===== src/design/atb_pkg.sv =====
// Shared types and constants of the address text to bytes parser.
`timescale 1ns / 1ps

package atb_pkg;

  // Status codes carried by the summary result of a string.
  localparam logic [1:0] ST_OK       = 2'd0;
  localparam logic [1:0] ST_DEC_LONG = 2'd1;
  localparam logic [1:0] ST_HEX_ODD  = 2'd2;
  localparam logic [1:0] ST_UNDEF    = 2'd3;

  // Width of the packed output data word: byte, status and count, padded to bytes.
  localparam int OUT_DATA_W = 32;

  // Work for the back end that one accepted character leaves behind.
  typedef struct packed {
    logic [1:0]  n_data;      // number of data bytes, zero to two
    logic        fin;         // a summary result follows the data bytes
    logic [7:0]  byte0;
    logic [7:0]  byte1;
    logic [1:0]  status;      // status of the summary
    logic [15:0] base_count;  // bytes emitted for the string before this request
  } entry_t;

  // One request moving through the queue.
  typedef struct packed {
    logic   valid;
    entry_t entry;
  } req_t;

endpackage


===== src/design/atb_front.sv =====
// Front end: accepts characters, tracks the token state and forms output requests.
`timescale 1ns / 1ps

module atb_front
  import atb_pkg::*;
(
  input  logic       clk,
  input  logic       rst,
  input  logic       in_valid,
  output logic       in_ready,
  input  logic [7:0] in_char,
  input  logic       in_eos,
  input  logic       queue_full,
  output req_t       push
);

  typedef enum logic [2:0] {
    MODE_TOP,
    MODE_DEC,
    MODE_WORD,
    MODE_HEX,
    MODE_ALPHA,
    MODE_DONE
  } mode_t;

  localparam logic [7:0] CH_NUL   = 8'h00;
  localparam logic [7:0] CH_LF    = 8'h0A;
  localparam logic [7:0] CH_CR    = 8'h0D;
  localparam logic [7:0] CH_HASH  = 8'h23;
  localparam logic [7:0] CH_DOT   = 8'h2E;
  localparam logic [7:0] CH_COLON = 8'h3A;
  localparam logic [7:0] CH_AT    = 8'h40;
  localparam logic [7:0] CH_UNDER = 8'h5F;
  localparam logic [2:0] DC_SAT   = 3'd4;
  localparam logic [2:0] DC_MAX   = 3'd3;

  function automatic logic is_dec(input logic [7:0] c);
    return (c >= 8'h30) && (c <= 8'h39);
  endfunction

  function automatic logic is_upper_hex(input logic [7:0] c);
    return (c >= 8'h41) && (c <= 8'h46);
  endfunction

  function automatic logic is_lower_hex(input logic [7:0] c);
    return (c >= 8'h61) && (c <= 8'h66);
  endfunction

  function automatic logic is_alpha(input logic [7:0] c);
    return ((c >= 8'h41) && (c <= 8'h5A)) || ((c >= 8'h61) && (c <= 8'h7A));
  endfunction

  function automatic logic [3:0] nibble(input logic [7:0] c);
    logic [7:0] v;
    v = 8'h00;
    if (is_dec(c)) begin
      v = c - 8'h30;
    end else if (is_lower_hex(c)) begin
      v = c - 8'h57;
    end else if (is_upper_hex(c)) begin
      v = c - 8'h37;
    end
    return v[3:0];
  endfunction

  mode_t       mode, mode_next;
  logic [15:0] accumulator, accumulator_next;
  logic [2:0]  digit_count, digit_count_next;
  logic        nibble_phase, nibble_phase_next;
  logic [3:0]  high_nibble, high_nibble_next;
  logic [15:0] emitted_count, emitted_count_next;

  logic        accept;
  logic        char_dec, char_hex;
  logic [3:0]  nib;
  logic [15:0] acc_times_ten;
  logic        cont;
  logic [1:0]  nd;
  logic [7:0]  d0, d1;
  logic        fin;
  logic [1:0]  st;

  assign in_ready = !queue_full;
  assign accept   = in_valid && in_ready;
  assign char_dec = is_dec(in_char);
  assign char_hex = char_dec || is_upper_hex(in_char) || is_lower_hex(in_char);
  assign nib      = nibble(in_char);

  // Accumulator times ten plus the new digit, kept to 16 bits.
  assign acc_times_ten = {accumulator[12:0], 3'b000} + {accumulator[14:0], 1'b0}
                       + {12'h000, nib};

  // A character that extends the open token.
  assign cont = ((mode == MODE_DEC) && char_dec) || ((mode == MODE_WORD) && char_dec)
             || ((mode == MODE_HEX) && char_hex)
             || ((mode == MODE_ALPHA) && is_alpha(in_char));

  // Token update, byte emission and end of string handling for one character.
  always_comb begin
    mode_next          = mode;
    accumulator_next   = accumulator;
    digit_count_next   = digit_count;
    nibble_phase_next  = nibble_phase;
    high_nibble_next   = high_nibble;
    emitted_count_next = emitted_count;
    nd                 = 2'd0;
    d0                 = 8'h00;
    d1                 = 8'h00;
    fin                = 1'b0;
    st                 = ST_OK;

    if (mode == MODE_DONE) begin
      // Everything is ignored until the end of string flag restarts the parser.
      if (in_eos) begin
        mode_next          = MODE_TOP;
        accumulator_next   = 16'h0000;
        digit_count_next   = 3'd0;
        nibble_phase_next  = 1'b0;
        high_nibble_next   = 4'h0;
        emitted_count_next = 16'h0000;
      end
    end else begin
      if (cont) begin
        unique case (mode)
          MODE_DEC: begin
            accumulator_next = acc_times_ten;
            if (digit_count < DC_SAT) begin
              digit_count_next = digit_count + 3'd1;
            end
          end
          MODE_WORD: begin
            accumulator_next = acc_times_ten;
          end
          MODE_HEX: begin
            if (nibble_phase) begin
              nd                = 2'd1;
              d0                = {high_nibble, nib};
              nibble_phase_next = 1'b0;
            end else begin
              high_nibble_next  = nib;
              nibble_phase_next = 1'b1;
            end
          end
          default: begin
            nd = 2'd1;
            d0 = in_char;
          end
        endcase

        // The last character closes the token it extended.
        if (in_eos) begin
          fin = 1'b1;
          unique case (mode)
            MODE_DEC: begin
              nd = 2'd1;
              d0 = acc_times_ten[7:0];
              if (digit_count_next > DC_MAX) begin
                st = ST_DEC_LONG;
              end
            end
            MODE_WORD: begin
              nd = 2'd2;
              d0 = acc_times_ten[15:8];
              d1 = acc_times_ten[7:0];
            end
            MODE_HEX: begin
              if (nibble_phase_next) begin
                nd = 2'd1;
                d0 = {nib, 4'h0};
                st = ST_HEX_ODD;
              end
            end
            default: begin
            end
          endcase
        end
      end else begin
        // Close the open token, then take the character at top level.
        unique case (mode)
          MODE_DEC: begin
            nd = 2'd1;
            d0 = accumulator[7:0];
            if (digit_count > DC_MAX) begin
              st  = ST_DEC_LONG;
              fin = 1'b1;
            end
          end
          MODE_WORD: begin
            nd = 2'd2;
            d0 = accumulator[15:8];
            d1 = accumulator[7:0];
          end
          MODE_HEX: begin
            if (nibble_phase) begin
              nd  = 2'd1;
              d0  = {high_nibble, 4'h0};
              st  = ST_HEX_ODD;
              fin = 1'b1;
            end
          end
          default: begin
          end
        endcase
        mode_next         = MODE_TOP;
        accumulator_next  = 16'h0000;
        digit_count_next  = 3'd0;
        nibble_phase_next = 1'b0;
        high_nibble_next  = 4'h0;

        if (!fin) begin
          unique case (in_char)
            CH_CR, CH_LF, CH_NUL: begin
              fin = 1'b1;
            end
            CH_DOT: begin
              mode_next = in_eos ? MODE_TOP : MODE_DEC;
              fin       = in_eos;
            end
            CH_COLON: begin
              mode_next = in_eos ? MODE_TOP : MODE_WORD;
              fin       = in_eos;
            end
            CH_HASH: begin
              mode_next = in_eos ? MODE_TOP : MODE_HEX;
              fin       = in_eos;
            end
            CH_AT: begin
              mode_next = in_eos ? MODE_TOP : MODE_ALPHA;
              fin       = in_eos;
            end
            CH_UNDER: begin
              fin = in_eos;
            end
            default: begin
              fin = 1'b1;
              st  = ST_UNDEF;
            end
          endcase
        end
      end

      // After the summary, wait for the end of string or restart at once.
      if (fin && in_eos) begin
        mode_next          = MODE_TOP;
        accumulator_next   = 16'h0000;
        digit_count_next   = 3'd0;
        nibble_phase_next  = 1'b0;
        high_nibble_next   = 4'h0;
        emitted_count_next = 16'h0000;
      end else begin
        if (fin) begin
          mode_next = MODE_DONE;
        end
        emitted_count_next = emitted_count + {14'h0000, nd};
      end
    end
  end

  // Request for the back end; characters that give no result leave none.
  always_comb begin
    push.valid            = accept && ((nd != 2'd0) || fin);
    push.entry.n_data     = nd;
    push.entry.fin        = fin;
    push.entry.byte0      = d0;
    push.entry.byte1      = d1;
    push.entry.status     = fin ? st : ST_OK;
    push.entry.base_count = emitted_count;
  end

  // Parser state.
  always_ff @(posedge clk) begin
    if (rst) begin
      mode          <= MODE_TOP;
      accumulator   <= 16'h0000;
      digit_count   <= 3'd0;
      nibble_phase  <= 1'b0;
      high_nibble   <= 4'h0;
      emitted_count <= 16'h0000;
    end else if (accept) begin
      mode          <= mode_next;
      accumulator   <= accumulator_next;
      digit_count   <= digit_count_next;
      nibble_phase  <= nibble_phase_next;
      high_nibble   <= high_nibble_next;
      emitted_count <= emitted_count_next;
    end
  end

endmodule


===== src/design/atb_queue.sv =====
// Short request queue between the front end and the back end.
`timescale 1ns / 1ps

module atb_queue
  import atb_pkg::*;
#(
  parameter int DEPTH = 4
) (
  input  logic clk,
  input  logic rst,
  input  req_t push,
  output logic full,
  output req_t head,
  input  logic pop
);

  localparam int PTR_W = (DEPTH > 1) ? $clog2(DEPTH) : 1;
  localparam int CNT_W = $clog2(DEPTH + 1);
  localparam logic [PTR_W-1:0] LAST_PTR = PTR_W'(DEPTH - 1);
  localparam logic [CNT_W-1:0] FULL_CNT = CNT_W'(DEPTH);

  entry_t            slots [DEPTH];
  logic [PTR_W-1:0]  wr_ptr;
  logic [PTR_W-1:0]  rd_ptr;
  logic [CNT_W-1:0]  count;
  logic              do_push;
  logic              do_pop;

  assign full       = (count == FULL_CNT);
  assign head.valid = (count != '0);
  assign head.entry = slots[rd_ptr];
  assign do_push    = push.valid && !full;
  assign do_pop     = pop && head.valid;

  // Entry storage.
  always_ff @(posedge clk) begin
    if (do_push) begin
      slots[wr_ptr] <= push.entry;
    end
  end

  // Pointers and fill count.
  always_ff @(posedge clk) begin
    if (rst) begin
      wr_ptr <= '0;
      rd_ptr <= '0;
      count  <= '0;
    end else begin
      if (do_push) begin
        wr_ptr <= (wr_ptr == LAST_PTR) ? '0 : wr_ptr + PTR_W'(1);
      end
      if (do_pop) begin
        rd_ptr <= (rd_ptr == LAST_PTR) ? '0 : rd_ptr + PTR_W'(1);
      end
      if (do_push && !do_pop) begin
        count <= count + CNT_W'(1);
      end else if (do_pop && !do_push) begin
        count <= count - CNT_W'(1);
      end
    end
  end

endmodule


===== src/design/atb_back.sv =====
// Back end: per request, one result a cycle into the output register unless stalled.
`timescale 1ns / 1ps

module atb_back
  import atb_pkg::*;
(
  input  logic                  clk,
  input  logic                  rst,
  input  req_t                  head,
  output logic                  pop,
  output logic                  out_valid,
  input  logic                  out_ready,
  output logic [OUT_DATA_W-1:0] out_data,
  output logic                  out_kind,
  output logic                  out_last
);

  logic [1:0]  idx;
  logic [1:0]  total;
  logic [1:0]  idx_inc;
  logic        is_sum;
  logic        is_last;
  logic        load;
  logic [7:0]  cur_byte;
  logic [1:0]  cur_status;
  logic [15:0] cur_count;

  // Result selected by the position within the head request.
  assign total      = head.entry.n_data + {1'b0, head.entry.fin};
  assign idx_inc    = idx + 2'd1;
  assign is_sum     = head.entry.fin && (idx == head.entry.n_data);
  assign is_last    = (idx_inc == total);
  assign cur_byte   = is_sum ? 8'h00 : ((idx == 2'd0) ? head.entry.byte0 : head.entry.byte1);
  assign cur_status = is_sum ? head.entry.status : ST_OK;
  assign cur_count  = head.entry.base_count + {14'h0000, idx} + {15'h0000, !is_sum};

  assign load = head.valid && (!out_valid || out_ready);
  assign pop  = load && is_last;

  // Output register and position counter.
  always_ff @(posedge clk) begin
    if (rst) begin
      idx       <= 2'd0;
      out_valid <= 1'b0;
    end else begin
      if (load) begin
        out_valid <= 1'b1;
        idx       <= is_last ? 2'd0 : idx_inc;
      end else if (out_ready) begin
        out_valid <= 1'b0;
      end
    end
  end

  always_ff @(posedge clk) begin
    if (load) begin
      out_data <= {6'b000000, cur_count, cur_status, cur_byte};
      out_kind <= is_sum;
      out_last <= is_last;
    end
  end

endmodule


===== src/design/address_text_to_bytes_parser.sv =====
// Top level of the address text to bytes parser.
`timescale 1ns / 1ps

// Takes one character of an address string per request on the slave side and
// gives the bytes it encodes, then one summary per string with its status and
// byte count, on the master side. A character is accepted in every cycle while
// the request queue between front and back end has room; the front end settles
// the token state in the cycle of acceptance. The back end gives one result per
// cycle while the output is not stalled, so a character that causes several
// results (a closing decimal word gives two bytes, possibly with a summary)
// holds the output until all are given, and the queue of QUEUE_DEPTH requests
// absorbs such bursts and output stalls.

module address_text_to_bytes_parser
  import atb_pkg::*;
#(
  parameter int QUEUE_DEPTH = 4
) (
  input  logic                  clk,
  input  logic                  rst,
  input  logic                  s_tvalid,
  output logic                  s_tready,
  input  logic [7:0]            s_tdata,   // char_in
  input  logic                  s_tlast,   // end_of_string
  output logic                  m_tvalid,
  input  logic                  m_tready,
  output logic [OUT_DATA_W-1:0] m_tdata,   // data_byte [7:0], status [9:8], byte_count [25:10]
  output logic                  m_tuser,   // kind
  output logic                  m_tlast    // run_end
);

  req_t push;
  req_t head;
  logic full;
  logic pop;

  atb_front u_front (
    .clk        (clk),
    .rst        (rst),
    .in_valid   (s_tvalid),
    .in_ready   (s_tready),
    .in_char    (s_tdata),
    .in_eos     (s_tlast),
    .queue_full (full),
    .push       (push)
  );

  atb_queue #(
    .DEPTH (QUEUE_DEPTH)
  ) u_queue (
    .clk  (clk),
    .rst  (rst),
    .push (push),
    .full (full),
    .head (head),
    .pop  (pop)
  );

  atb_back u_back (
    .clk       (clk),
    .rst       (rst),
    .head      (head),
    .pop       (pop),
    .out_valid (m_tvalid),
    .out_ready (m_tready),
    .out_data  (m_tdata),
    .out_kind  (m_tuser),
    .out_last  (m_tlast)
  );

endmodule


===== config.mk =====
export PLATFORM = sky130hd
export DESIGN_NAME = address_text_to_bytes_parser
export DESIGN_NICKNAME = d
export VERILOG_FILES = /design/src/design/atb_pkg.sv /design/src/design/atb_front.sv /design/src/design/atb_queue.sv /design/src/design/atb_back.sv /design/src/design/address_text_to_bytes_parser.sv
export SDC_FILE = /design/constraint.sdc
export NUM_CORES = 1
export LEC_CHECK = 0
export ABC_AREA = 1
export BUFFER_PORTS_ARGS = -buffer_cell sky130_fd_sc_hd__buf_2
export CAP_MARGIN = 20
export CELL_PAD_IN_SITES_DETAIL_PLACEMENT = 0
export CELL_PAD_IN_SITES_GLOBAL_PLACEMENT = 1
export CORE_MARGIN = 2
export CORE_UTILIZATION = 52
export DETAILED_ROUTE_END_ITERATION = 12
export PLACE_DENSITY_LB_ADDON = 0.1
export SLEW_MARGIN = 10
export SYNTH_ARGS = -nofsm -noshare
export SYNTH_HDL_FRONTEND = slang
export SYNTH_HIERARCHICAL = 1
export SYNTH_SLANG_ARGS = --single-unit

===== constraint.sdc =====
create_clock -name clk -period 8.3 [get_ports clk]
set_clock_uncertainty 0.1 [all_clocks]
set_input_delay 0.415 -clock clk [delete_from_list [all_inputs] [get_ports clk]]
set_output_delay 0.415 -clock clk [all_outputs]
set_load 0.1 [all_outputs]

=== Word-level counts from Yosys, hierarchy flattened ===
Memory sizes are Yosys's and may differ from the RTL's. A register that Yosys moved wholly into a read port is not among the register bits.
Cells that the tools add are included.

* Memories kept: 1
* Word-level logic and storage cells: 210
* Register bits: 81
* Bits in writable memories: 148
* Output and inout port bits: 36
* Input bits: 13

{| class="wikitable"
|+ Memories
! memory !! words !! bits a word !! read ports !! clocked after memory_dff !! wr ports !! RTL line !! RTL
|-
| u_queue.slots || 4 || 37 || 1 || 1 || 1 || atb_queue.sv:22 || <nowiki>entry_t slots [DEPTH];</nowiki>
|}

* Add/sub/neg operators: 15
* Order comparisons: 11
* Reductions and logical operators: 45
* Equality and inequality tests: 22
* Muxes and demuxes: 100

{| class="wikitable"
|+ Operators by type and width
! kind !! number
|-
| $mux W16 || 7
|-
| $mux W8 || 12
|-
| $mux W3 || 16
|-
| $pmux W8 S3 || 2
|-
| $mux W2 || 20
|-
| $mux W4 || 9
|-
| $add A16 B2 Y16 || 2
|-
| $le A8 B7 Y1 const B || 4
|-
| $mux W1 || 26
|-
| $eq A8 B6 Y1 const B || 3
|-
| $logic_and A1 B1 Y1 || 19
|-
| $add A16 B1 Y16 || 1
|-
| $add A16 B16 Y16 || 1
|-
| $add A16 B4 Y16 || 1
|-
| $eq A8 B4 Y1 const B || 2
|-
| $eq A8 B7 Y1 const B || 2
|-
| $ge A8 B7 Y1 const B || 2
|-
| $ne A4 B4 Y1 const B || 4
|-
| $pmux W8 S2 || 1
|-
| $pmux W2 S2 || 3
|-
| $pmux W2 S3 || 2
|-
| $pmux W3 S4 || 1
|-
| $eq A3 B3 Y1 const B || 3
|-
| $ge A8 B6 Y1 const B || 1
|-
| 27 further kinds || 49
|}

=== Logic depth before layout (Yosys ltp) ===
Gate-level depths: netlist of run 1.

* Word-level depth: 23
* Gate-level depth with buffers: 27
* Mapped depth without buffers: 26

=== Hierarchy ===
Netlist of run 1, hierarchy kept.

{| class="wikitable"
|+ By module, submodules not included
! module !! instances !! area each (um^2) !! cells each !! sequential area each (um^2)
|-
| atb_queue || 1 || 5,985.7 || 428 || 4,624.4
|-
| atb_front || 1 || 4,379.2 || 749 || 860.8
|-
| atb_back || 1 || 1,686.6 || 186 || 900.9
|}

=== Worst setup path after synthesis of run 1 ===
No wires, ideal clock.

* Path kind: input-to-reg
* Start: input s_tdata[1]
* End: memory u_queue/slots[0][0] in the netlist's numbering, enable pin
* Data required time: 7.769 ns
* Library setup time: 0.431 ns
* Arrival: 3.625 ns
* Cell stages on the path: 18
* Path slack: 4.143 ns
* Path buffers: 1
* Cell sequence: inv_1 ha_1 inv_1 nand3_1 nand2_1 nand2_1 nand2_1 nand3_2 nand2_2 nand3_2 buf_6 inv_2 nand2_1 nand2_1 nand2_1 a21oi_1 nand2_1 nor2_1

{| class="wikitable"
|+ RTL lines
! item !! RTL line !! RTL
|-
| from (decl) || address_text_to_bytes_parser.sv:23 || <nowiki>input logic [7:0] s_tdata,</nowiki>
|-
| to (decl) || atb_queue.sv:22 ||
|}

==> results of run 1 <==
[cells by family after synthesis]
logic type,Yosys count
compound gates,261
xor+xnor,25
simple gates,597
flops,231
fa+ha+maj,51
other cells,1
buf+inv,197
[layer usage]
layer	vias up	share of wire [%]	global-route usage (%)
met1	4423	45	31.5
met4	0	2.7	6.73
li1	4662	-	-
met5	-	0	0
met2	212	47	40.1
met3	49	5.0	3.24
[worst paths after layout]
kind | to | slack (ns) | start
setup / recovery | u_queue/count[1] | 3.25 | u_front/mode[0]
hold reg to reg | u_front/accumulator[15] | 0.37 | u_front/accumulator[15]
setup reg to reg | u_queue/count[1] | 3.25 | u_front/mode[0]
hold / removal | u_back/out_valid | 0.07 | m_tready
[sequential cells by signal, summed over array words and instances (netlist names), 3 cells and up, named ones only]
name / cells
u_back/out_data: 26
u_front/mode: 3
u_front/high_nibble: 4
u_queue/count: 3
u_queue/slots: 148
u_front/digit_count: 3
u_front/emitted_count: 16
u_front/accumulator: 16
[synth_stat cells (4+ instances only)]
library cell	number
nand2_2	5
a211oi_1	4
inv_2	16
clkbuf_1	18
o22ai_1	48
inv_1	129
ha_1	45
nand3_2	5
nand2_1	317
buf_6	12
fa_1	6
nor3_1	11
buf_4	10
o21ai_0	82
buf_2	8
o21ai_1	37
nor2_1	177
nor2_2	7
nand3b_1	4
xor2_1	17
edfxtp_1	176
xnor2_1	8
a21oi_1	78
nand3_1	50
nand4_1	11
dfxtp_1	55
[stage by stage]
stage	area (µm²)	power [µW]	util [%]
4_1_cts	13300	4680	58.5
5_1_grt	13300	4920	58.7
2_1_floorplan	12100	3170	-
3_5_place_dp	12400	3550	54.8
6_report	13300	4670	58.7
3_3_place_gp	12400	3520	54.7
[power groups by stage]
stage	Clock (µW)	Sequential, µW	Combinational (µW)
after floorplan	0	2160	1020
after global placement	0	1610	1910
after detailed placement	0	1610	1940
after CTS	1150	1590	1940
after global routing	1190	1610	2120
final	1130	1590	1960
[tightest hold or removal path: cells and delay by family]
kind,cells,cell delay (ns)
and+or+nand+nor,1,0.06
buffers and inverters,2,0.10
AOI/OAI and AO/OA,1,0.07
[final cells by class]
cell class                 count  area share, %
clock buffer                  32           5.05
clock inverter                16           1.34
inverter                     147           4.15
multi-input combinational    940           36.3
sequential                   231           47.9
tap                          285           2.68
timing repair buffer          55           2.55
==> key figures, run 1 <==
Floorplan
  – CORE AREA: 22700 µm²
  – Starting Density: 53.1%
  – Num rows: between 50 and 60
  – # IOs: 49
  – Die Wd: between 150 and 200 µm
  – DIE HEIGHT: 156 µm
  – Die area: 24400 µm²

Global route
  – Largest net degree at the start of global routing: 46
  – Initial antenna violation count: 0
  – Total grt overflow: 0
  – First-pass GRT wire length: 45.0 mm
  – All-Layer GR Usage: 23.5%
  – Vias in the first global route: 8711

Setup path
  – Worst r2r path cells: 20
  – Critical Path Source Type: register
  – CP max stage delay: 0.56 ns
  – CP arrival: ~5.4 ns
  – WP buf/inv: 7
  – Critical path class: register to register
  – Stages on worst setup path: 20
  – Maximum fanout along the worst path: 38
  – Crit path max-delay family: simple AND/OR/NAND/NOR gates
  – CP endpoint kind: register
  – Critical path's slowest cell: nor2_1
  – WP data required: 8.63 ns
  – CP cell instances: inv_2 > nor2_1 > inv_2 > nor2_1 > inv_2 > a21oi_1 > inv_1 > nand3_2 > nand2_1 > nand2_1 > nand2_1 > inv_1 > a21oi_1 > nand2_1 > inv_1 > ha_1 > inv_1 > fa_1 > o21ai_0 > nor2_1

Logic synthesis
  – Synth Register Bits: 231
  – Synth Area in Simple Gates: between 20% and 30%
  – Ys Warns: 6
  – Synthesized area: roughly 12000 µm²
  – Largest family of logic cells by synthesized area: simple AND/OR/NAND/NOR gates
  – Mux cell area share after synthesis: 0%
  – Ys async rst share: 0%
  – Top cells by area, synth: edfxtp_1 (44%), nand2_1 (9.9%), dfxtp_1 (9.1%), nor2_1 (5.5%), ha_1 (4.7%)
  – EDFF count, synth: 176
  – Post-Syn Area per Cell: 8.84 µm²
  – Synth Flop Type: edfxtp_1
  – Synth top area share: a little over two fifths
  – Post-synthesis adder-cell area fraction: 5.67%
  – Synth Area in Compound Gates: 11.7%
  – XOR/XNOR Fraction of Synth Area: between 1.5 and 2%
  – Post-synth top area cell: edfxtp_1
  – Syn Inst Count: 1363
  – Sequential-to-total area share from yosys stat: 53.0%
  – Unique masters post-synth: 43

Power and ir drop
  – P_sw: about 2000 µW
  – Power share of the combinational group: 41.9%
  – Int Power: 2650 µW
  – Reg power frac: 34.0%
  – Worst vdd ir: 0.000212 V
  – Switching share of total power: 43.3%
  – Power Density: 351 nW/µm²
  – Clock power share: 24.2%
  – Leakage: between 0.005 and 0.006 µW

Placement
  – Dpl hpwl: 19.7 mm
  – GPL Wtd Cong: 0.896
  – Port-buffer cells: 42
  – Placed Cells: 1656
  – Pre-CTS setup slack: 3.02 ns

Timing
  – Fin. Hold Viols: 0
  – Max-slew violation count: 0
  – Worst rel slew slack: 43.9%
  – Final setup violation count: 0
  – Slew @ Worst Pin: around 0.84 ns
  – FMAX: 0.198 GHz
  – PnR worst setup slack: ~3.2 ns
  – Unrepaired setup endpoints after global routing: false
  – Fin crit share: roughly 61%
  – Setup tns final: 0 ns
  – Tmin final: a little over 5 ns
  – Hold WS: 0.0664 ns

Finish
  – Fin nets: approximately 1500
  – Multi-input logic area: 4830 µm²
  – Filler cell count: 2073
  – Most frequent cells in the layout: nand2_1 (317), edfxtp_1 (176), nor2_1 (173), inv_1 (129), o21ai_0 (82)
  – Reg area: 6390 µm²
  – Layout cell share with drive strength beyond 1: slightly below 10%
  – # diodes: 0
  – Post-route insts no fill: 1706
  – Most common library cell in the layout ignoring fill and taps: nand2_1
  – Synthesis-to-layout area growth: 10.6%

Clock tree
  – Clock Sinks: 231
  – Clk_lat worst skew: 0.54 ns
  – H-tree depth: 1
  – CTS tree: yes
  – Max clock buf depth: 3
  – CTS clk-pin slew, worst paths: 0.06 ns
  – CTS Root Cell: clkbuf_16
  – Hold_buf cts: 0
  – CTS resizes: 0
  – Post CTS Setup Buffer Count: 0
  – TritonCTS buffer count: 26

Route
  – Drt drc: 0
  – Average routed wire per standard cell: between 15 and 20 µm
  – Routed WL: 28.5 mm
  – Via count: roughly 9300
  – First-pass iteration count of the detailed router: 5
  – Routed Antenna Nets: 0
  – Drt via density: around 5.5
  – 1st-iter DRT viols: approximately 710

Hold path
  – Worst hold path type: input port to register
  – WHS Path Cells: 4

Run
  – Max-cap violations: 0

Outcome
  – Status: finished, final reports clean
Power figures use the tool's default switching activity.
==> run 2, diff against run 1 <==
--- a/config.mk
+++ b/config.mk
@@ -11,7 +11,7 @@
 export CELL_PAD_IN_SITES_DETAIL_PLACEMENT = 0
 export CELL_PAD_IN_SITES_GLOBAL_PLACEMENT = 1
 export CORE_MARGIN = 2
-export CORE_UTILIZATION = 52
+export CORE_UTILIZATION = 48
 export DETAILED_ROUTE_END_ITERATION = 12
 export PLACE_DENSITY_LB_ADDON = 0.1
 export SLEW_MARGIN = 10
==> constraint.sdc (replaced) <==
create_clock -name clk -period 5.16 [get_ports clk]
set_clock_uncertainty 0.1 [all_clocks]
set_input_delay 0.258 -clock clk [delete_from_list [all_inputs] [get_ports clk]]
set_output_delay 0.258 -clock clk [all_outputs]
set_load 0.1 [all_outputs]
==> run 2 against run 1 <==
- first-iteration DRC count rose by 14%
- clock power rose by 67%
- maximum frequency rose by 26%
- sequential cell count did not move
- sequential power rose by 62%
- clock-buffer cell count rose by 2
==> key figures, run 2 (synthesized netlist as in run 1, its figures left out) <==
Route
  – First-pass iteration count of the detailed router: 5 (unchanged)
  – Via count: 9289 (was 9346)
  – Routed WL: 29.3 mm (was 28.5 mm)
  – Routed Antenna Nets: 0 (unchanged)
  – Average routed wire per standard cell: 16.7 µm (about the same)
  – 1st-iter DRT viols: 810 (was 712)
  – Drt via density: 5.31 (was 5.48)
  – Drt drc: 0 (unchanged)

Placement
  – Port-buffer cells: 42 (unchanged)
  – Dpl hpwl: 20.4 mm (was 19.7 mm)
  – Placed Cells: 1699 (was 1656)
  – GPL Wtd Cong: 0.889 (was 0.896)
  – Area after DPL: 12500 µm² (was 12400 µm²)

Global route
  – Vias in the first global route: 8663 (was 8711)
  – Total grt overflow: 0 (unchanged)
  – First-pass GRT wire length: 46.0 mm (was 45.0 mm)
  – All-Layer GR Usage: 22.1% (was 23.5%)
  – Initial antenna violation count: 0 (unchanged)
  – Largest net degree at the start of global routing: 61 (was 46)

Clock tree
  – CTS clk-pin slew, worst paths: 0.06 ns (about the same)
  – Post CTS Setup Buffer Count: 0 (unchanged)
  – Clk_lat worst skew: 0.53 ns (was 0.54 ns)
  – TritonCTS buffer count: 26 (unchanged)
  – Clock Sinks: 231 (unchanged)
  – CTS Root Cell: clkbuf_16 (unchanged)
  – CTS resizes: 0 (unchanged)
  – CTS tree: yes (unchanged)
  – Max clock buf depth: 3 (unchanged)
  – H-tree depth: 1 (unchanged)

Setup path
  – Critical path class: register to register (unchanged)
  – RR Endpoint: u_queue/count[1] (unchanged)
  – Maximum fanout along the worst path: 37 (was 38)
  – R2R setup slack: 1.16 ns (was 3.25 ns)
  – Critical Path Source Type: register (unchanged)
  – Worst r2r path cells: 22 (was 20)
  – CP arrival: 4.32 ns (was 5.38 ns)
  – Critical path's slowest cell: fa_1 (was nor2_1)
  – CP cell instances: inv_2 > nor2_1 > inv_2 > nor2_1 > buf_4 > inv_2 > a21oi_1 > inv_1 > nand3_2 > buf_4 > inv_2 > nand2_1 > nand2_1 > nand2_1 > a21oi_1 > nand2_1 > inv_1 > ha_1 > inv_1 > fa_1 > o21ai_0 > nor2_1 (was inv_2 > nor2_1 > inv_2 > nor2_1 > inv_2 > a21oi_1 > inv_1 > nand3_2 > nand2_1 > nand2_1 > nand2_1 > inv_1 > a21oi_1 > nand2_1 > inv_1 > ha_1 > inv_1 > fa_1 > o21ai_0 > nor2_1)
  – WP data required: 5.48 ns (was 8.63 ns)
  – CP endpoint kind: register (unchanged)
  – Reg2Reg Launch Point: u_front/mode[0] (unchanged)
  – CP max stage delay: 0.41 ns (was 0.56 ns)

Finish
  – Largest reg by FF count: u_queue/slots (unchanged)
  – Reg area: 6390 µm² (unchanged)
  – Fin util: 54.9% (was 58.7%)
  – Multi-input logic area: 4830 µm² (unchanged)
  – Filler cell count: 2298 (was 2073)
  – Layout cell share with drive strength beyond 1: 10.2% (was 9.92%)
  – # diodes: 0 (unchanged)
  – Most frequent cells in the layout: nand2_1 (317), edfxtp_1 (176), nor2_1 (173), inv_1 (129), o21ai_0 (82) (unchanged)
  – Max reg flops: 148 (unchanged)
  – Synthesis-to-layout area growth: 11.5% (was 10.6%)
  – Most common library cell in the layout ignoring fill and taps: nand2_1 (unchanged)
  – Final Cell Area: 13400 µm² (was 13300 µm²)
  – Top Registers: u_queue/slots: 148 flops, u_back/out_data: 26 flops (unchanged)
  – Fin nets: 1469 (was 1465)
  – Post-route insts no fill: 1748 (was 1706)

Timing
  – Slew @ Worst Pin: 0.750 ns (was 0.840 ns)
  – Fin crit share: 77.6% (was 60.9%)
  – Worst rel slew slack: 49.6% (was 43.9%)
  – Fin. Hold Viols: 0 (unchanged)
  – Final setup violation count: 0 (unchanged)
  – FMAX: 0.250 GHz (was 0.198 GHz)
  – Tmin final: 4.00 ns (was 5.05 ns)
  – Unrepaired setup endpoints after global routing: false (unchanged)
  – Setup tns final: 0 ns (unchanged)
  – Max-slew violation count: 0 (unchanged)

Floorplan
  – Die Wd: 162 µm (was 156 µm)
  – # IOs: 49 (unchanged)
  – Starting Density: 49.3% (was 53.1%)
  – Num rows: 57 (was 55)
  – Die area: 26400 µm² (was 24400 µm²)
  – DIE HEIGHT: 162 µm (was 156 µm)
  – CORE AREA: 24500 µm² (was 22700 µm²)

Power and ir drop
  – Total power: 7630 µW (was 4670 µW)
  – Worst vdd ir: 0.000548 V (was 0.000212 V)
  – Leakage: 0.00547 µW (was 0.00543 µW)
  – Power Density: 568 nW/µm² (was 351 nW/µm²)

Hold path
  – WHS Path Cells: 3 (was 4)
  – Worst hold path type: input port to register (unchanged)
  – Hold EP: u_front/emitted_count[1] (was u_back/out_valid)
  – Hold Startpoint: rst (was m_tready)

Run
  – Max-cap violations: 0 (unchanged)

Outcome
  – Status: finished, final reports clean (unchanged)
==> run 2: through the flow <==
| stage | worst slack [ns] | hold WS (ns) |
|---|---|---|
| floorplan | 1.16 | 0.227 |
| finish | 1.16 | 0.164 |
| detailed placement | 0.885 | 0.359 |
| global route | 0.822 | 0.180 |
| CTS | 1.19 | 0.147 |
| global placement | 0.899 | 0.356 |
==> run 2: report_power, final <==
group | switching (µW) | internal, µW
Combinational | 2440 | 710
Sequential | 116 | 2470
Clock | 718 | 1170
==> run 2: how the worst max path moves through the flow <==
stage | start | end | slack (ns) | depth (start not counted)
after floorplan | s_tdata[1] | u_queue/slots[0][0] | 1.16 | 18
after global placement | s_tdata[0] | u_queue/slots[3][32] | 0.90 | 22
after detailed placement | s_tdata[1] | u_queue/slots[1][32] | 0.88 | 24
after CTS | u_front/mode[0] | u_queue/count[1] | 1.19 | 22
after global routing | u_front/mode[0] | u_queue/count[1] | 0.82 | 22
final | u_front/mode[0] | u_queue/count[1] | 1.16 | 22
==> run 2: metal layers <==
layer	global-route usage, %	wire length (µm)	up-vias
met4	5.15	582	0
met3	2.85	1510	37
li1	-	-	4653
met2	37.4	13800	239
met5	0	0	-
met1	30.3	13400	4360
==> run 2: final cells by class <==
class / instances / share of cell area [%]
clock inverters: 13 / 1.37
well taps: 324 / 3.02
inverters: 147 / 4.12
repair buffers: 59 / 2.68
multi-input cells: 940 / 36.0
clock buffers: 34 / 5.29
flip-flops and latches: 231 / 47.5
==> run 2: critical path, delay by kind of cell, from the launching register on <==
| kind | cells | cell delay, ns |
|---|---|---|
| AOI/OAI and AO/OA | 3 | 0.48 |
| adders and majority gates | 2 | 0.65 |
| buffers and inverters | 9 | 1.25 |
| DFF | 1 | 0.40 |
| and+or+nand+nor | 8 | 1.02 |
==> run 2: timing repair <==
item,in CTS,in global routing
endpoints found under the hold margin,1,0
hold buffers,1,0
setup endpoints to repair,0,0
==> run 3, diff against run 2 <==
--- a/config.mk
+++ b/config.mk
@@ -11,7 +11,7 @@
 export CELL_PAD_IN_SITES_DETAIL_PLACEMENT = 0
 export CELL_PAD_IN_SITES_GLOBAL_PLACEMENT = 1
 export CORE_MARGIN = 2
-export CORE_UTILIZATION = 48
+export CORE_UTILIZATION = 43
 export DETAILED_ROUTE_END_ITERATION = 12
 export PLACE_DENSITY_LB_ADDON = 0.1
 export SLEW_MARGIN = 10
==> constraint.sdc (replaced) <==
create_clock -name clk -period 3.6 [get_ports clk]
set_clock_uncertainty 0.1 [all_clocks]
set_input_delay 0.18 -clock clk [delete_from_list [all_inputs] [get_ports clk]]
set_output_delay 0.18 -clock clk [all_outputs]
set_load 0.1 [all_outputs]
==> run 3 against run 2 <==
- hold slack lost 0.054 ns
- register-to-register slack lost 0.85 ns
- power grew 42%
- sequential power grew 43%
- clock-buffer cell count is the same
- via count grew 0.83%
- first-iteration DRC count shrank 28%
- sequential share of layout area shrank 1.8 points
- combinational power grew 48%
- cell area grew 4.0%
- critical path depth shrank 6
- global-route usage shrank 0.77 points
- largest cell class unchanged
==> key figures, run 3 (synthesized netlist as in run 1, its figures left out) <==
Floorplan
  – Die Wd: 171 µm (was 162 µm)
  – Die area: 29400 µm² (was 26400 µm²)
  – Num rows: 61 (was 57)
  – # IOs: 49 (unchanged)
  – Starting Density: 43.5% (was 49.3%)
  – CORE AREA: 27700 µm² (was 24500 µm²)
  – DIE HEIGHT: 171 µm (was 162 µm)

Timing
  – Unrepaired setup endpoints after global routing: false (unchanged)
  – Tmin final: 3.29 ns (was 4.00 ns)
  – Fin crit share: 91.5% (was 77.6%)
  – Final setup violation count: 0 (unchanged)
  – Max-slew violation count: 0 (unchanged)
  – Worst rel slew slack: 50.8% (was 49.6%)
  – FMAX: 0.304 GHz (was 0.250 GHz)
  – Fin. Hold Viols: 0 (unchanged)
  – Slew @ Worst Pin: 0.732 ns (was 0.750 ns)

Route
  – 1st-iter DRT viols: 585 (was 810)
  – Drt via density: 5.01 (was 5.31)
  – Average routed wire per standard cell: 16.3 µm (was 16.7 µm)
  – First-pass iteration count of the detailed router: 5 (unchanged)
  – Drt drc: 0 (unchanged)
  – Via count: 9366 (was 9289)
  – Routed WL: 30.4 mm (was 29.3 mm)
  – Routed Antenna Nets: 0 (unchanged)

Setup path
  – CP endpoint kind: register (unchanged)
  – Maximum fanout along the worst path: 16 (was 37)
  – Critical path class: register to register (unchanged)
  – Critical path's slowest cell: fa_1 (unchanged)
  – CP arrival: 3.65 ns (was 4.32 ns)
  – CP max stage delay: 0.40 ns (was 0.41 ns)
  – Critical Path Source Type: register (unchanged)
  – CP cell instances: inv_2 > nor2_1 > o22ai_1 > ha_1 > inv_1 > nand2_1 > nand2_1 > nand3_1 > nor2_1 > buf_4 > nand2_1 > ha_1 > inv_1 > fa_1 > o21ai_0 > nor2_1 (was inv_2 > nor2_1 > inv_2 > nor2_1 > buf_4 > inv_2 > a21oi_1 > inv_1 > nand3_2 > buf_4 > inv_2 > nand2_1 > nand2_1 > nand2_1 > a21oi_1 > nand2_1 > inv_1 > ha_1 > inv_1 > fa_1 > o21ai_0 > nor2_1)
  – WP data required: 3.96 ns (was 5.48 ns)

Finish
  – Final Cell Area: 14000 µm² (was 13400 µm²)
  – Filler cell count: 2663 (was 2298)
  – Most frequent cells in the layout: nand2_1 (316), edfxtp_1 (176), nor2_1 (172), inv_1 (127), o21ai_0 (82) (was nand2_1 (317), edfxtp_1 (176), nor2_1 (173), inv_1 (129), o21ai_0 (82))
  – Reg area: 6390 µm² (about the same)
  – Top Registers: u_queue/slots: 148 flops, u_back/out_data: 26 flops (unchanged)
  – # diodes: 0 (unchanged)
  – Fin util: 50.5% (was 54.9%)
  – Layout cell share with drive strength beyond 1: 14.2% (was 10.2%)
  – Fin nets: 1534 (was 1469)
  – Max reg flops: 148 (unchanged)
  – Multi-input logic area: 4870 µm² (was 4830 µm²)
  – Most common library cell in the layout ignoring fill and taps: nand2_1 (unchanged)
  – Largest reg by FF count: u_queue/slots (unchanged)
  – Synthesis-to-layout area growth: 16.0% (was 11.5%)

Power and ir drop
  – Leakage: 0.00574 µW (was 0.00547 µW)
  – Power Density: 775 nW/µm² (was 568 nW/µm²)
  – Worst vdd ir: 0.000351 V (was 0.000548 V)

Clock tree
  – CTS clk-pin slew, worst paths: 0.07 ns (was 0.06 ns)
  – Max clock buf depth: 3 (unchanged)
  – TritonCTS buffer count: 27 (was 26)
  – Clk_lat worst skew: 0.56 ns (was 0.53 ns)
  – CTS tree: yes (unchanged)
  – Post CTS Setup Buffer Count: 0 (unchanged)
  – Clock Sinks: 231 (unchanged)
  – CTS Root Cell: clkbuf_16 (unchanged)
  – H-tree depth: 1 (unchanged)

Hold path
  – Worst hold path type: input port to register (unchanged)

Global route
  – Initial antenna violation count: 1 (was 0)
  – Total grt overflow: 0 (unchanged)
  – Vias in the first global route: 8995 (was 8663)
  – All-Layer GR Usage: 21.3% (was 22.1%)
  – Largest net degree at the start of global routing: 61 (unchanged)
  – First-pass GRT wire length: 48.8 mm (was 46.0 mm)

Placement
  – Area after DPL: 13100 µm² (was 12500 µm²)
  – Port-buffer cells: 42 (unchanged)
  – GPL Wtd Cong: 0.879 (was 0.889)
  – Dpl hpwl: 21.8 mm (was 20.4 mm)

Run
  – Max-cap violations: 0 (unchanged)

Outcome
  – Status: finished, final reports clean (unchanged)
## run 3: changes by cell type in the layout (fill, tap and decap cells not counted), sizes merged
cell	delta
dlygate4sd3	+2
buf	+62
bufinv	-4
clkinvlp	+1
clkinv	+6
## run 3: path summary, 6_finish.rpt
check / to / start / slack [ns] / cells past startpoint
worst max-delay path: u_queue/count[1] / register / 0.31 / 16
worst min-delay path: u_front/emitted_count[13] / s_tvalid / 0.11 / 5
worst max register to register: u_queue/count[1] / register / 0.31 / 16
worst min register to register: u_front/accumulator[14] / u_front/accumulator[14] / 0.37 / 2
## run 3: layout make-up
class / instances / share of cell area (%)
well taps: 378 / 3.38
clock inverters: 16 / 0.716
flip-flops and latches: 231 / 45.7
clock buffers: 34 / 5.02
inverters: 147 / 3.96
multi-input cells: 940 / 34.9
repair buffers: 123 / 6.36
## run 3: timing repair
action	in CTS	in global routing
setup endpoints to repair	0	11
resized for setup	0	11
endpoints found under the hold margin	4	0
hold buffers	3	0
## run 3: critical path: cells and delay by family (launching register included)
family	cells	cell delay, ns
DFF	1	0.36
and+or+nand+nor	7	0.72
AOI/OAI and AO/OA	2	0.51
buffers and inverters	4	0.59
adders and majority gates	3	0.91
## run 3: stage by stage
step	total power (µW)	setup TNS [ns]	hold WS [ns]	worst slack, ns	cells
6_report	10800	0	0.111	0.306	1869
5_1_grt	11500	0	0.169	0.0204	1869
4_1_cts	11000	0	0.0988	0.172	1869
3_5_place_dp	8440	-1.84	0.358	-0.160	1816
3_3_place_gp	8400	-0.731	0.358	-0.0939	1816
2_1_floorplan	7320	-58.64	0.149	-0.396	1368
## run 3: report_power, final
group	switching [µW]	leakage (µW)	total (µW)	internal, µW
combinational	3540	0.00325	4670	1130
clock	1100	0.000386	2480	1390
sequential	143	0.00211	3680	3540
## run 3: per-layer routing
layer,up-vias,part of all wire (%),track usage (%)
met4,0,1.9,5.05
met1,4346,47,29.1
met2,186,47,36.3
met5,-,0,0
met3,40,3.7,2.39
li1,4794,-,-
